==> src/rtl/gaussian_line_smoother_macros.svh <==
// Assertion macros shared by the smoother RTL.
`ifndef GAUSSIAN_LINE_SMOOTHER_MACROS_SVH
`define GAUSSIAN_LINE_SMOOTHER_MACROS_SVH
// Implication checked on every clock edge outside reset.
`define GLS_ASSERT_IMP(label, clk, rst_n, a, b) \
	label: assert property (@(posedge clk) disable iff (!rst_n) (a) |-> (b)) \
		else $error("assertion failed");
// Next-cycle implication checked outside reset.
`define GLS_ASSERT_NXT(label, clk, rst_n, a, b) \
	label: assert property (@(posedge clk) disable iff (!rst_n) (a) |=> (b)) \
		else $error("assertion failed");
`endif

==> src/rtl/gls_pkg.sv <==
// Package with payload types and constants of the line smoother.
package gls_pkg;
	localparam int SAMPLE_W = 16;
	localparam int OUT_W = 24;
	localparam int POS_W = 4;
	localparam logic [POS_W-1:0] POS_MAX = 4'd15;
	localparam int NUM_CFG = 8;
	localparam logic [2:0] CFG_RADIUS = 3'd0;
	localparam logic [2:0] CFG_WEIGHT_0 = 3'd1;

	typedef struct packed {
		logic signed [SAMPLE_W-1:0] sample;
		logic                       end_of_line;
	} in_word_t;

	typedef struct packed {
		logic signed [OUT_W-1:0] smoothed;
		logic                    last_of_line;
	} out_word_t;
endpackage

==> src/rtl/gls_divider.sv <==
// Restoring divider computing floor(num / den), one quotient bit per cycle.
module gls_divider #(
	parameter int NUM_W = 48,
	parameter int DEN_W = 24
) (
	input  logic             clk,
	input  logic             arst_n,
	input  logic             start,
	input  logic [NUM_W-1:0] num,
	input  logic [DEN_W-1:0] den,
	output logic             busy,
	output logic             done,
	output logic [NUM_W-1:0] quo
);
	localparam int CNT_W = $clog2(NUM_W + 1);

	logic [NUM_W-1:0] quo_q;
	logic [DEN_W:0]   rem_q;
	logic [DEN_W-1:0] den_q;
	logic [CNT_W-1:0] cnt_q;
	logic             busy_q;
	logic             done_q;
	logic [DEN_W:0]   trial;
	logic [DEN_W:0]   diff;

	assign trial = {rem_q[DEN_W-1:0], quo_q[NUM_W-1]};
	assign diff  = trial - {1'b0, den_q};

	always_ff @(posedge clk or negedge arst_n) begin
		if (!arst_n) begin
			busy_q <= 1'b0;
			done_q <= 1'b0;
			cnt_q  <= '0;
		end else begin
			done_q <= 1'b0;
			if (start) begin
				busy_q <= 1'b1;
				cnt_q  <= CNT_W'(NUM_W);
			end else if (busy_q) begin
				cnt_q <= cnt_q - 1'b1;
				if (cnt_q == CNT_W'(1)) begin
					busy_q <= 1'b0;
					done_q <= 1'b1;
				end
			end
		end
	end

	always_ff @(posedge clk) begin
		if (start) begin
			quo_q <= num;
			rem_q <= '0;
			den_q <= den;
		end else if (busy_q) begin
			if (!diff[DEN_W]) begin
				rem_q <= diff;
				quo_q <= {quo_q[NUM_W-2:0], 1'b1};
			end else begin
				rem_q <= trial;
				quo_q <= {quo_q[NUM_W-2:0], 1'b0};
			end
		end
	end

	assign busy = busy_q;
	assign done = done_q;
	assign quo  = quo_q;
endmodule

==> src/rtl/gaussian_line_smoother.sv <==
// Top level of the Gaussian line smoother with edge renormalization.
// The block smooths image lines with a symmetric FIR of up to 2*radius+1 taps.
// Input words (sample, end_of_line) enter on in_valid/in_ready; result words
// (smoothed, last_of_line) leave on out_valid/out_ready.  The configuration
// channel cfg_valid/cfg_ready writes radius (index 0) and weight_0..weight_6
// (indexes 1..7) and is always ready; write it only while the block is idle.
// Each output walks the taps one per cycle through a single shared
// multiply-accumulate, then a restoring divider forms the normalized,
// rounded quotient one bit per cycle.  Each output passes through the tap
// walk (ST_MAC), the multiplier drain (ST_MUL), the divider (ST_DIV,
// skipped when the weight sum is zero) and the hand-off states ST_WAIT and
// ST_OUT into the output register; an end-of-line word flushes up to
// radius+1 outputs, each along that path.  The block is not ready while a
// word is being processed, so the rate is set by the MAC walk and divider.
// Reset clears the sample window and the line position and loads the
// default radius and weights.  When the receiver stalls, the finished word
// waits in the output register and the sequencer holds until it is taken.
// The output for position p is issued once sample p+radius has arrived.
module gaussian_line_smoother #(
	parameter int MAX_RADIUS  = 6,
	parameter int SAMPLE_BITS = 16
) (
	input  logic               clk,
	input  logic               arst_n,
	input  logic               in_valid,
	output logic               in_ready,
	input  gls_pkg::in_word_t  in_data,
	output logic               out_valid,
	input  logic               out_ready,
	output gls_pkg::out_word_t out_data,
	input  logic               cfg_valid,
	output logic               cfg_ready,
	input  logic [2:0]         cfg_index,
	input  logic [15:0]        cfg_data
);
	`include "gaussian_line_smoother_macros.svh"

	localparam int DEPTH  = 2 * MAX_RADIUS + 1;
	localparam int IDX_W  = $clog2(DEPTH + 1);
	localparam int PROD_W = SAMPLE_BITS + 17;
	localparam int ACC_W  = PROD_W + 4;
	localparam int DEN_W  = 21;
	localparam int NUM_W  = ACC_W + 10;

	typedef enum logic [5:0] {
		ST_IDLE = 6'b000001,
		ST_MAC  = 6'b000010,
		ST_MUL  = 6'b000100,
		ST_DIV  = 6'b001000,
		ST_WAIT = 6'b010000,
		ST_OUT  = 6'b100000
	} state_t;

	state_t state_q;
	logic [2:0]  radius_q;
	logic [15:0] weight_q [7];
	logic signed [SAMPLE_BITS-1:0] win_q [DEPTH];
	logic [gls_pkg::POS_W-1:0] pos_q;
	logic [gls_pkg::POS_W-1:0] n_q;
	logic [3:0]  r_q;
	logic [3:0]  j_q;
	logic        last_q;
	logic [4:0]  d_q;
	logic signed [ACC_W-1:0] num_q;
	logic [DEN_W-1:0] den_q;
	logic signed [PROD_W-1:0] prod_s1;
	logic        prod_vld_s1;
	logic        mac_end_q;
	logic        neg_q;
	logic [gls_pkg::OUT_W-1:0] res_q;
	gls_pkg::out_word_t out_q;
	logic        out_valid_q;

	// Tap evaluation for the current distance index.
	logic signed [5:0] dd;
	logic signed [5:0] kk;
	logic [3:0]  ad;
	logic        tap_ok;
	logic [15:0] tap_w;
	logic signed [SAMPLE_BITS-1:0] tap_s;
	logic [3:0]  r_eff;

	assign r_eff = (radius_q > 3'(MAX_RADIUS)) ? 4'(MAX_RADIUS) : {1'b0, radius_q};
	assign dd = $signed({1'b0, d_q}) - $signed({2'b0, r_q});
	assign kk = $signed({2'b0, j_q}) - dd;
	assign ad = dd[5] ? 4'(-dd) : dd[3:0];
	assign tap_ok = !kk[5] && (kk <= $signed({2'b0, n_q})) && (kk < 6'(DEPTH))
		&& (ad <= 4'd6);
	assign tap_w = weight_q[ad[2:0]];
	assign tap_s = win_q[kk[IDX_W-1:0]];

	// Divider operands: q = (mag*512 + den) / (2*den).
	logic [ACC_W-1:0] mag;
	logic [NUM_W-1:0] div_num;
	logic [DEN_W-1:0] div_den;
	logic div_start, div_busy, div_done;
	logic [NUM_W-1:0] div_quo;

	assign mag = num_q[ACC_W-1] ? ACC_W'(-num_q) : ACC_W'(num_q);
	assign div_num = NUM_W'({mag, 9'b0}) + NUM_W'(den_q);
	assign div_den = {den_q[DEN_W-2:0], 1'b0};
	assign div_start = (state_q == ST_MUL) && mac_end_q && !prod_vld_s1 && (den_q != '0);

	gls_divider #(.NUM_W(NUM_W), .DEN_W(DEN_W)) u_div (
		.clk(clk), .arst_n(arst_n), .start(div_start), .num(div_num),
		.den(div_den), .busy(div_busy), .done(div_done), .quo(div_quo)
	);

	// Saturated, signed result.
	logic [gls_pkg::OUT_W-1:0] res;
	always_comb begin
		if (neg_q) begin
			if (div_quo > NUM_W'(24'h800000)) res = 24'h800000;
			else res = 24'(-div_quo[gls_pkg::OUT_W-1:0]);
		end else begin
			if (div_quo > NUM_W'(24'h7FFFFF)) res = 24'h7FFFFF;
			else res = div_quo[gls_pkg::OUT_W-1:0];
		end
	end

	assign in_ready  = (state_q == ST_IDLE);
	assign cfg_ready = 1'b1;
	assign out_valid = out_valid_q;
	assign out_data  = out_q;

	always_ff @(posedge clk or negedge arst_n) begin
		if (!arst_n) begin
			radius_q <= 3'd3;
			weight_q[0] <= 16'd65535;
			weight_q[1] <= 16'd57835;
			weight_q[2] <= 16'd39749;
			weight_q[3] <= 16'd21280;
			weight_q[4] <= 16'd8869;
			weight_q[5] <= 16'd2880;
			weight_q[6] <= 16'd728;
		end else if (cfg_valid) begin
			if (cfg_index == gls_pkg::CFG_RADIUS) radius_q <= cfg_data[2:0];
			else weight_q[cfg_index - gls_pkg::CFG_WEIGHT_0] <= cfg_data;
		end
	end

	always_ff @(posedge clk) begin
		prod_s1 <= $signed({1'b0, tap_w}) * tap_s;
	end

	always_ff @(posedge clk or negedge arst_n) begin
		if (!arst_n) begin
			state_q <= ST_IDLE;
			for (int i = 0; i < DEPTH; i++) win_q[i] <= '0;
			pos_q <= '0;
			n_q <= '0;
			r_q <= '0;
			j_q <= '0;
			last_q <= 1'b0;
			d_q <= '0;
			num_q <= '0;
			den_q <= '0;
			prod_vld_s1 <= 1'b0;
			mac_end_q <= 1'b0;
			neg_q <= 1'b0;
			res_q <= '0;
			out_q <= '0;
			out_valid_q <= 1'b0;
		end else begin
			if (out_valid_q && out_ready) out_valid_q <= 1'b0;
			prod_vld_s1 <= 1'b0;
			case (state_q)
				ST_IDLE: begin
					if (in_valid) begin
						for (int i = DEPTH - 1; i > 0; i--) win_q[i] <= win_q[i-1];
						win_q[0] <= SAMPLE_BITS'(in_data.sample);
						n_q <= pos_q;
						r_q <= r_eff;
						last_q <= in_data.end_of_line;
						if (in_data.end_of_line) begin
							pos_q <= '0;
							j_q <= (pos_q < r_eff) ? pos_q : r_eff;
							state_q <= ST_MAC;
						end else begin
							if (pos_q != gls_pkg::POS_MAX) pos_q <= pos_q + 1'b1;
							j_q <= r_eff;
							if (pos_q >= r_eff) state_q <= ST_MAC;
						end
						d_q <= '0;
						num_q <= '0;
						den_q <= '0;
						mac_end_q <= 1'b0;
					end
				end
				ST_MAC: begin
					if (tap_ok) begin
						den_q <= den_q + DEN_W'(tap_w);
						prod_vld_s1 <= 1'b1;
					end
					if (d_q == 5'({r_q, 1'b0})) begin
						mac_end_q <= 1'b1;
						state_q <= ST_MUL;
					end
					d_q <= d_q + 1'b1;
				end
				ST_MUL: begin
					if (!prod_vld_s1) begin
						neg_q <= num_q[ACC_W-1];
						if (den_q == '0) begin
							res_q <= '0;
							state_q <= ST_WAIT;
						end else state_q <= ST_DIV;
					end
				end
				ST_DIV: begin
					if (div_done) begin
						res_q <= res;
						state_q <= ST_WAIT;
					end
				end
				ST_WAIT: begin
					if (!out_valid_q || out_ready) state_q <= ST_OUT;
				end
				ST_OUT: begin
					out_q.smoothed <= res_q;
					out_q.last_of_line <= last_q && (j_q == 4'd0);
					out_valid_q <= 1'b1;
					if (last_q && (j_q != 4'd0)) begin
						j_q <= j_q - 1'b1;
						d_q <= '0;
						num_q <= '0;
						den_q <= '0;
						mac_end_q <= 1'b0;
						state_q <= ST_MAC;
					end else state_q <= ST_IDLE;
				end
				default: state_q <= ST_IDLE;
			endcase
			if (prod_vld_s1) num_q <= num_q + ACC_W'(prod_s1);
		end
	end

	// Output register is only loaded once the previous word has left.
	`GLS_ASSERT_IMP(a_no_overwrite, clk, arst_n, state_q == ST_OUT, !out_valid_q || out_ready)
	// The divider only runs while the sequencer waits for it.
	`GLS_ASSERT_IMP(a_div_owned, clk, arst_n, div_busy, state_q == ST_DIV)
	// An accepted end-of-line word always moves the sequencer to ST_MAC.
	`GLS_ASSERT_NXT(a_accept_leaves, clk, arst_n, in_valid && in_ready && in_data.end_of_line,
		state_q == ST_MAC)
endmodule

==> config.mk <==
export PLATFORM = sky130hd
export DESIGN_NAME = gaussian_line_smoother
export DESIGN_NICKNAME = d
export VERILOG_FILES = /design/src/rtl/gls_pkg.sv /design/src/rtl/gls_divider.sv /design/src/rtl/gaussian_line_smoother.sv
export VERILOG_INCLUDE_DIRS = /design/src /design/src/rtl
export SDC_FILE = /design/constraint.sdc
export NUM_CORES = 2
export LEC_CHECK = 0
export BUFFER_PORTS_ARGS = -buffer_cell sky130_fd_sc_hd__buf_2
export CAP_MARGIN = 20
export CORE_ASPECT_RATIO = 2
export CORE_MARGIN = 10
export CORE_UTILIZATION = 48
export CTS_CLUSTER_DIAMETER = 30
export DETAILED_ROUTE_END_ITERATION = 8
export GPL_ROUTABILITY_DRIVEN = 1
export SETUP_SLACK_MARGIN = 0.15
export SKIP_LAST_GASP = 1
export SYNTH_ARGS = -nofsm -noshare
export SYNTH_HDL_FRONTEND = slang
export SYNTH_SLANG_ARGS = --single-unit
==> constraint.sdc <==
create_clock -name clk -period 12.65 [get_ports clk]
set_input_delay 1.265 -clock clk [delete_from_list [all_inputs] [get_ports clk]]
set_output_delay 1.265 -clock clk [all_outputs]
set_load 0.01 [all_outputs]
==> results_dict.tcl <==
set metrics [dict create \
    cts_inserted_buffers 91 \
    diodes 0 \
    cts_tree "built" \
    ys_types 89 \
    critPathRequiredTime_ns 13.21 \
    critPathBufInv 5 \
    final_nets 4879 \
    postSynthAreaPerCell_sq_um 9.18 \
    max_slew.worst_pin.slew_ns 1.04 \
    yosys-top-cells-area "dfrtp_1 (25%), nand2_1 (10%), fa_1 (9.9%)" \
    cts_root_buf "clkbuf_16" \
    drtIter0Drc 1838 \
    synth_area_sq_um 40400 \
    yosys_most_used_dff "dfrtp_1" \
    final_layout_size_suffix_gt1_share_pct 12.5 \
    max_stage_delay_ns 1.37 \
    fin_util_pct 53.9 \
    grt_pass1_wl_um 178000 \
    post-route-drc-count 0 \
    syn_nets 4879 \
    post_cts_resized 0 \
    layout.cells.non_filler 5549 \
    slew-limit-headroom_pct 30.4 \
    maxCapViolCount 0 \
    grt_max_degree 169 \
    initial_utilization_pct 48.4 \
    portBuffers 67 \
    worst-setup-path-type "register to register" \
    cp-start-kind "register" \
    crit_family "adder cells" \
    num_rows 150 \
    clockBufferDepth 3 \
    cts_hold_buf 0 \
    path_max_fanout 40 \
    syn_to_final_growth_pct 11.2 \
    fin_setup_tns_ns 0 \
    setup-violations-final 0 \
    chipWidth_um 225 \
    clock_skew_ns 0.0630 \
    cpMaxStageDelayCell "fa_4" \
    worst_setup_path_end_kind "register" \
    via_count 31100 \
    worstPathArrival_ns 11.29 \
    grt_pass1_vias 32800 \
    grt_overflow 0 \
    place_inst 5377 \
    synth_top_area_cell "dfrtp_1" \
    grt_use_total_pct 23.3 \
    period_share_pct 84.9 \
    final_common_cell "nand2_1" \
    dp_hpwl_um 83700 \
    globalplace.congestion 0.945 \
    core-area_sq_um 83500 \
    hp-class "register to register" \
    drt-total-wl_um 111000 \
    avgRoutedWirePerCell_um 20.0 \
    yosys_warnings 0 \
    antenna_found_initial 4 \
    ys_seq_area_share_pct 36.8 \
    ant_nets 0 \
    synth-seq-cells 590 \
    synth_top_cell_area_share_pct 25.5 \
    status "complete, no violations" \
    die_area_sq_um 97000 \
    boundaryPins 69 \
    mostFrequentLayoutCells "nand2_1 (1127), dfrtp_1 (411), inv_1 (342)" \
    worst_skew_pair.late_latency_ns 0.71 \
    cts.sinks 590 \
    dieHeight_um 430 \
    synth-edff-count 67 \
    syn_inst 4407 \
    clkSlewWorstSetupHoldPaths_ns 0.06 \
    rsz0062_at_grt "false" \
    finalMaxSlewViolations 0 \
    synthArstFlopShare_pct 79.5 \
    cpMostUsedCell "fa_1" \
    firstDrtPassIters 5 \
    fin_crit_ns 10.74 \
    viasPerCell 5.61 \
    hold_ws_ns 0.461 \
    cts_setup_buffers 0 \
    hold_viol_final 0 \
    fmax_mhz 93.1 \
    h-tree-depth 3 \
]
[routing by layer]
layer  GRT usage [%]  up-vias  wire length [um]  part of all wire (%)
met5               0        -                39                 0.035
met4            15.7        6              7890                   7.1
met3            2.86      323              3150                   2.8
met2            44.9      603             61600                    56
met1            22.4    15300             38200                    34
li1                -    14900                 -                     -
[worst register-to-register path: cells and delay by family (launching register included)]
kind	cells	cell delay, ns
AO/OA/AOI/OAI	7	1.62
adder cells (fa/ha/maj)	10	5.53
buffers and inverters	5	0.72
flip-flops	1	0.43
AND/OR/NAND/NOR	6	2.30
[cells in the mapped netlist, types with 63 or more instances]
| master | number |
|---|---|
| edfxtp_1 | 67 |
| ha_1 | 231 |
| clkbuf_1 | 196 |
| mux2_2 | 117 |
| mux4_2 | 64 |
| nand2_1 | 1129 |
| fa_1 | 200 |
| xnor2_1 | 102 |
| xor2_1 | 67 |
| nor2_1 | 231 |
| inv_1 | 342 |
| o21ai_0 | 213 |
| dfrtp_1 | 412 |
| a21oi_1 | 144 |
| a31oi_1 | 63 |
[registers in the layout, indices dropped and copies added, names as in the netlist, 24 cells and up]
register   count
out_data      25
win_q        208
res_q         24
num_q         37
u_div.quo     47
weight_q     112
prod_s1       33
[final timing paths]
kind / start / slack, ns / cells after the start / to
max in group asynchronous: arst_n / 9.93 / 3 / num_q[33]$_DFFE_PN0P_
worst min register to register: res_q[18]$_DFFE_PN0P_ / 0.46 / 2 / out_data[19]$_DFFE_PN0P_
worst max-delay path: d_q[0]$_DFFE_PN0P_ / 1.91 / 28 / prod_s1[31]$_DFF_P_
min in group asynchronous: arst_n / 0.56 / 1 / win_q[183]$_DFFE_PN0P_
worst max register to register: d_q[0]$_DFFE_PN0P_ / 1.91 / 28 / prod_s1[31]$_DFF_P_
worst min-delay path: res_q[18]$_DFFE_PN0P_ / 0.46 / 2 / out_data[19]$_DFFE_PN0P_
[through the flow]
stage                     worst slack [ns]  area, sq um
after CTS                             1.90        45000
after floorplan                       2.67        40400
after global placement                2.13        41800
after global routing                  1.33        45000
final                                 1.91        45000
after detailed placement              1.99        41800
[cell type report]
cell class | count | area, sq um
Fill cell | 7682 | 38500
Multi-Input combinational cell | 3252 | 23500
Sequential cell | 590 | 14900
Clock buffer | 112 | 2440
Tap cell | 1064 | 1330
Inverter | 352 | 1320
Timing Repair Buffer | 120 | 788
Clock inverter | 59 | 709
[cells by family after synthesis]
family                     count (synthesis)  share of synthesized area (%)
xor gates and xnor gates                 169                           3.66
other                                      1                        0.00927
and+or+nand+nor                         1720                           18.2
muxes                                    214                           7.64
AOI/OAI and AO/OA                        717                           11.4
DFF                                      590                           36.8
buffers and inverters                    565                           5.27
adders and majority gates                431                           17.0
Power is not shown: default switching activity piles up to over one toggle a cycle in this logic, so the estimate is an artifact.
